File: src/design/pfr_pkg.sv
// Shared types and constants for the proportional font text renderer.
package pfr_pkg;

  localparam int PTR_W      = 18;
  localparam int ROW_BUF_W  = 72;
  localparam int MASK_W     = 64;

  localparam logic [1:0] FN_WRITE  = 2'd0;
  localparam logic [1:0] FN_CURSOR = 2'd1;
  localparam logic [1:0] FN_DRAW   = 2'd2;
  localparam logic [1:0] FN_UNUSED = 2'd3;

  localparam logic [1:0] CFG_WRAP_EN  = 2'd0;
  localparam logic [1:0] CFG_LINE_HT  = 2'd1;
  localparam logic [1:0] CFG_MARGIN   = 2'd2;
  localparam logic [1:0] CFG_INK      = 2'd3;

  localparam logic [7:0] CODE_NL     = 8'd10;
  localparam logic [7:0] CODE_END    = 8'hFF;
  localparam logic [7:0] XOFF_NEG    = 8'h80;
  localparam logic [7:0] XOFF_BIAS   = 8'd255;
  localparam logic [7:0] LINE_GAP    = 8'd5;
  localparam logic [PTR_W-1:0] FIRST_REC = 18'd4;
  localparam logic [PTR_W-1:0] REC_BYTES = 18'd6;
  localparam logic [2:0] HDR_LAST    = 3'd5;
  localparam logic [11:0] CUR_MAX    = 12'd2047;

  // header byte slots
  localparam logic [2:0] H_CODE  = 3'd0;
  localparam logic [2:0] H_YOFF  = 3'd1;
  localparam logic [2:0] H_W     = 3'd2;
  localparam logic [2:0] H_H     = 3'd3;
  localparam logic [2:0] H_XB    = 3'd4;
  localparam logic [2:0] H_DELTA = 3'd5;

  typedef enum logic [10:0] {
    S_IDLE = 11'b00000000001,
    S_REC  = 11'b00000000010,
    S_HRD  = 11'b00000000100,
    S_HCAP = 11'b00000001000,
    S_MTCH = 11'b00000010000,
    S_SKIP = 11'b00000100000,
    S_ROW  = 11'b00001000000,
    S_BRD  = 11'b00010000000,
    S_BCAP = 11'b00100000000,
    S_EMIT = 11'b01000000000,
    S_ADV  = 11'b10000000000
  } state_t;

  typedef struct packed {
    logic       clear;
    logic       load;
    logic [3:0] idx;
    logic [2:0] off;
    logic [6:0] cols;
  } row_ctl_t;

endpackage

File: src/design/pfr_row.sv
// Glyph row assembler: gathers bitmap bytes and aligns them into a pixel mask.
module pfr_row (
  input  logic                        clk,
  input  pfr_pkg::row_ctl_t           ctl,
  input  logic [7:0]                  byte_in,
  output logic [pfr_pkg::MASK_W-1:0]  mask
);

  logic [pfr_pkg::ROW_BUF_W-1:0] buf_r;
  logic [pfr_pkg::ROW_BUF_W-1:0] shifted;

  always_ff @(posedge clk) begin
    if (ctl.clear) begin
      buf_r <= '0;
    end else if (ctl.load) begin
      buf_r[pfr_pkg::ROW_BUF_W-1 - 8*ctl.idx -: 8] <= byte_in;
    end
  end

  // first pixel of the row sits `off` bits below the buffer's MSB
  assign shifted = buf_r << ctl.off;

  always_comb begin
    for (int i = 0; i < pfr_pkg::MASK_W; i++) begin
      mask[i] = shifted[pfr_pkg::ROW_BUF_W-1-i] && (i < int'(ctl.cols));
    end
  end

endmodule

File: config.mk
export PLATFORM = sky130hd
export DESIGN_NAME = pfr_row
export DESIGN_NICKNAME = d
export VERILOG_FILES = /design/src/design/pfr_pkg.sv /design/src/design/pfr_row.sv
export SDC_FILE = /design/constraint.sdc
export NUM_CORES = 1
export LEC_CHECK = 0
export ABC_CLOCK_PERIOD_IN_PS = 6100
export BUFFER_PORTS_ARGS = -buffer_cell sky130_fd_sc_hd__buf_2
export CORE_MARGIN = 3
export CORE_UTILIZATION = 60
export CTS_CLUSTER_SIZE = 25
export DETAILED_ROUTE_END_ITERATION = 12
export GPL_ROUTABILITY_DRIVEN = 0
export HOLD_SLACK_MARGIN = 0.05
export PLACE_DENSITY = 0.88
export SLEW_MARGIN = 20
export SYNTH_ARGS = -nofsm -noshare
export SYNTH_HDL_FRONTEND = slang
export SYNTH_SLANG_ARGS = --single-unit
export TNS_END_PERCENT = 30
File: constraint.sdc
create_clock -name clk -period 6.1 [get_ports clk]
set_input_delay 0.915 -clock clk [delete_from_list [all_inputs] [get_ports clk]]
set_output_delay 0.915 -clock clk [all_outputs]
set_load 0.02 [all_outputs]
After elaboration in Yosys (flattened, before gate mapping)
Cells that the tools add are included.
{ "classes": {"add_sub_neg": 2, "order_cmp": 64, "shifts": 3, "mux": 1, "n_reduce_logical": 64} }
{ "op_table": {"columns": ["op", "n"], "rows": [
  ["6-bit by 7-bit less-than comparator with 1-bit output, first input constant", 32],
  ["5-bit by 7-bit less-than comparator with 1-bit output, first input constant", 16],
  ["8-bit by 34-bit variable shift with 79-bit output, first input constant", 1],
  ["8-bit by 34-bit indexed part select with 79-bit output", 1],
  ["72-bit bitwise mux", 1],
  ["72-bit by 3-bit left shift with 72-bit output", 1],
  ["1-bit logical AND", 64],
  ["4-bit by 7-bit less-than comparator with 1-bit output, first input constant", 8],
  ["32-bit negation with 34-bit output", 1],
  ["3-bit by 7-bit less-than comparator with 1-bit output, first input constant", 4],
  ["1-bit by 7-bit less-than comparator with 1-bit output, first input constant", 2],
  ["2-bit by 7-bit less-than comparator with 1-bit output, first input constant", 2],
  ["7-bit by 7-bit subtractor with 8-bit output, first input constant", 1]
]} }
{ "word_totals": {"regBits": 72, "output_inout_bits": 64} }

Logic depth before layout (Yosys ltp)
{ "depth": {"ltp_word": 4, "ltp_mapped": 9} }

Least setup slack after synthesis
OpenSTA, ideal clock, no wires.
{ "synth_timing": {"path_type": "input -> output", "from": "input port ctl[7] (netlist name)", "to": "output port mask[41] (netlist name)", "arrival_time_ps": 2739, "setup_slack_ps": 2446, "path_stages": 4, "n_path_buf": 2, "cell_sequence": "buf_4 buf_4 mux2_2 a2111oi_0"} }
{ "synth_via": {"elab_chain_len": 2} }
{ "synth_lines": {"columns": ["item", "line_no", "source"], "rows": [
  ["from (decl)", "pfr_row.sv:4", "input pfr_pkg::row_ctl_t ctl,"],
  ["72-bit by 3-bit left shift with 72-bit output", "pfr_row.sv:21", "assign shifted = buf_r << ctl.off;"],
  ["1-bit logical AND", "pfr_row.sv:25", "mask[i] = shifted[pfr_pkg::ROW_BUF_W-1-i] && (i < int'(ctl.cols));"],
  ["to (decl)", "pfr_row.sv:6", "output logic [pfr_pkg::MASK_W-1:0] mask"]
]} }
No other way between the ends.

Final worst setup path
{ "layout_timing": {"from": "input port ctl[8] (netlist name)", "to": "output port mask[41] (netlist name)"} }
The elaborated chain is that of the path after synthesis.

==> impl_metrics.csv <==
group,metric,value,unit
cts,cts_tree,"yes",
final_layout,layout.nets,758,
final_layout,drive_above_1_share,18.21,%
synth,synth.top_cell.area_share,35.91,%
placement,dp_hpwl,13080,µm
global_route,grt_usage,30.10,%
synth,yosys.area_share.simple,17.51,%
worst_setup_path,crit_fanout,70,
route,drc,0,
synth,yosys.cell_types.count,51,
timing,period_share,66.00,%
global_route,grt_pass1_vias,5536,
worst_setup_path,critical_path_required,5180,ps
route,ant_nets,0,
worst_setup_path,cp-end-kind,"primary output",
placement,io_buffer_count,88,
synth,synth.yosys.seq_area_share,23.18,%
run,cap_violations,0,
timing,fin_crit,4026,ps
synth,synthTopCellsByArea,"mux2i_1 36%, dfxtp_1 23%, nor2_1 4.6%, nand2b_1 4.1%, a21oi_1 3.4%",
worst_setup_path,cpMaxStageDelayCell,"buf_4",
final_layout,final_core_util,66.90,%
synth,ys.flop_type,"dfxtp_1",
synth,synth-seq-cells,71,
floorplanning,io_pins,89,
floorplanning,start_util,62.16,%
worst_setup_path,path_cells,"buf_4, mux2i_1, mux2i_1, nor2_1, a2111oi_0, buf_2",
synth,synth_cells,695,
final_layout,antenna_cells,0,
floorplanning,dieArea,11470,µm²
final_layout,fillerInstances,758,
synth,yosysMostFrequentCell,"mux2i_1",
timing,rsz0062_at_grt,"false",
worst_setup_path,cpPeakStageDelay,750,ps
synth,synth_edf_count,0,
cts,cts_buffers,9,
cts,clk_pin_slew,70,ps
floorplanning,coreArea,9864,µm²
final_layout,top_regs,"buf_r x71",
cts,hold_buffers,0,
power_and_ir_drop,power_leakage,3.159,nW
route,via_count,5791,
worst_setup_path,cp-start-kind,"input port",
cts,root_buffer,"clkbuf_8",
worst_setup_path,crit_path_frequent_cell,"mux2i_1",
synth,synth_compound_area_share,13.75,%
synth,muxShareOfSynthArea,39.58,%
global_route,grt_pass1_wl,28070,µm
global_route,antenna_found_initial,0,
route,dr.pass1.iters,8,
synth,synthAdderAreaFrac,0.2040,%
global_route,grt_max_degree,88,
cts,clock_latency,330,ps
final_layout,area_growth,7.611,%
worst_setup_path,critical_path.top_delay_family,"buffers and inverters",
power_and_ir_drop,powerDensity,153.2,nW/µm²
timing,clock-skew-final,0,ps
cts,cts.path.max_buffers,2,
timing,final_max_slew_viol_count,0,
synth,async_flop_share,0,%
worst_setup_path,cp_data_arrival_time,3110,ps
timing,fin_tns_setup,0,ps
synth,synth_top_family_by_area,"multiplexers",
final_layout,layout.cells.non_filler,869,
timing,finalHoldViolations,0,
timing,worst_pin_slew,1058,ps
timing,fmaxAchievable,248.4,MHz
cts,cts.sinks,71,
synth,postSynthAreaPerCell,8.823,µm²
route,drt-wirelength-per-cell,20.08,µm
synth,yosysWarnings,0,
route,vias_per_cell,6.664,
route,drt_wl_total,17450,µm
worst_setup_path,cp_num_buf_inv,2,
cts,h-tree-depth,3,
hold_path,hold_class,"reg -> reg",
timing,setup_violations,0,
synth,synth_nets,721,
power_and_ir_drop,ir_drop,0.0001204,V
route,drtIter0Drc,880,
cts,post_cts_buffers,0,
final_layout,largest-register,"buf_r",
synth,synth_top_cells_by_count,"220 x mux2i_1, 75 x nor2_1, 71 x dfxtp_1",
power_and_ir_drop,finalPower,1.011,mW
worst_setup_path,critPathKind,"in -> out",
timing,max-slew-margin-rel,29.44,%
final_layout,largest_register_ffs,71,
synth,yosys.area_share.xor_xnor,0,%
outcome,outcome,"finished clean",
floorplanning,rows,36,
synth,syn_area,6132,µm²
cts,cts_resized,0,
floorplanning,die_w,107.1,µm
placement,dp_cells,854,
global_route,grt_overflow_total,0,
synth,synth_largest_area_cell,"mux2i_1",
floorplanning,die_h,107.1,µm
cell usage in the layout, fill, tap and decap left out, types with 2 or more instances in the layout:
cell and instances:
mux2i_1 220, buf_2 84, nor2_1 75, dfxtp_1 71, a21oi_1 42, nand2b_1 40
o31ai_1 25, nand4_1 24, nor3_1 17, o21ai_0 16, nand2_1 14, a211oi_1 11
o211a_1 9, clkbuf_8 9, mux4_2 8, nand3_1 6, inv_1 5, buf_4 5
or2_2 4, mux2_2 4, clkinv_2 4, and2_1 3, o21a_1 3, nor2b_1 3
a21o_1 2, or3_1 2, a311oi_1 2, a2111oi_0 2, nor3_4 2, nand3_2 2
per-layer routing:
layer | track usage [%] | wire (µm) | vias up
met1 | 40.69 | 7409 | 2682
met2 | 47.77 | 7710 | 381
met5 | 0 | 0 | -
li1 | - | - | 2654
met3 | 3.612 | 1548 | 74
met4 | 14.16 | 783 | 0
worst reg2reg max path: stages (launching register included):
cell	delay, ps
dfxtp_1	410
o31ai_1	110
a21oi_1	190
final timing paths:
kind              cells past startpoint       from  slack [ps]   endpoint
setup / recovery                      6     ctl[8]        2070   mask[41]
hold / removal                        2  buf_r[42]         510  buf_r[42]
setup reg to reg                      2  buf_r[52]        5320  buf_r[52]
hold reg to reg                       2  buf_r[42]         510  buf_r[42]
power by group:
part / leakage, nW / total [mW] / switching, mW / internal [mW]
Sequential: 0.572 / 0.470 / 0.00323 / 0.466
Clock: 0.0957 / 0.345 / 0.161 / 0.184
Combinational: 2.49 / 0.196 / 0.130 / 0.0663
cell families (layout without fill, tap and decap cells):
family	after synthesis	in the layout
mux	232	232
buf+inv	68	109
flops	71	71
fa+ha+maj	1	1
simple gates	202	202
compound gates	121	121
layout make-up:
| class | instances | area [µm²] | share of cell area (%) |
|---|---|---|---|
| Timing Repair Buffer | 89 | 457.9 | 6.940 |
| Sequential cell | 71 | 1421 | 21.54 |
| Inverter | 5 | 18.77 | 0.2844 |
| Clock inverter | 5 | 50.05 | 0.7584 |
| Tap cell | 133 | 166.4 | 2.522 |
| Clock buffer | 10 | 127.6 | 1.934 |
| Multi-Input combinational cell | 556 | 4357 | 66.02 |
stage by stage:
step | worst slack, ps | instance area, µm² | hold slack, ps
final | 2074 | 6599 | 507.7
after global placement | 2216 | 6419 | 486.2
after CTS | 2178 | 6596 | 505.0
after detailed placement | 2200 | 6419 | 492.8
after global routing | 2000 | 6599 | 536.4
after floorplan | 2446 | 6132 | 458.0
No activity file was read; power rests on OpenSTA's default activity.
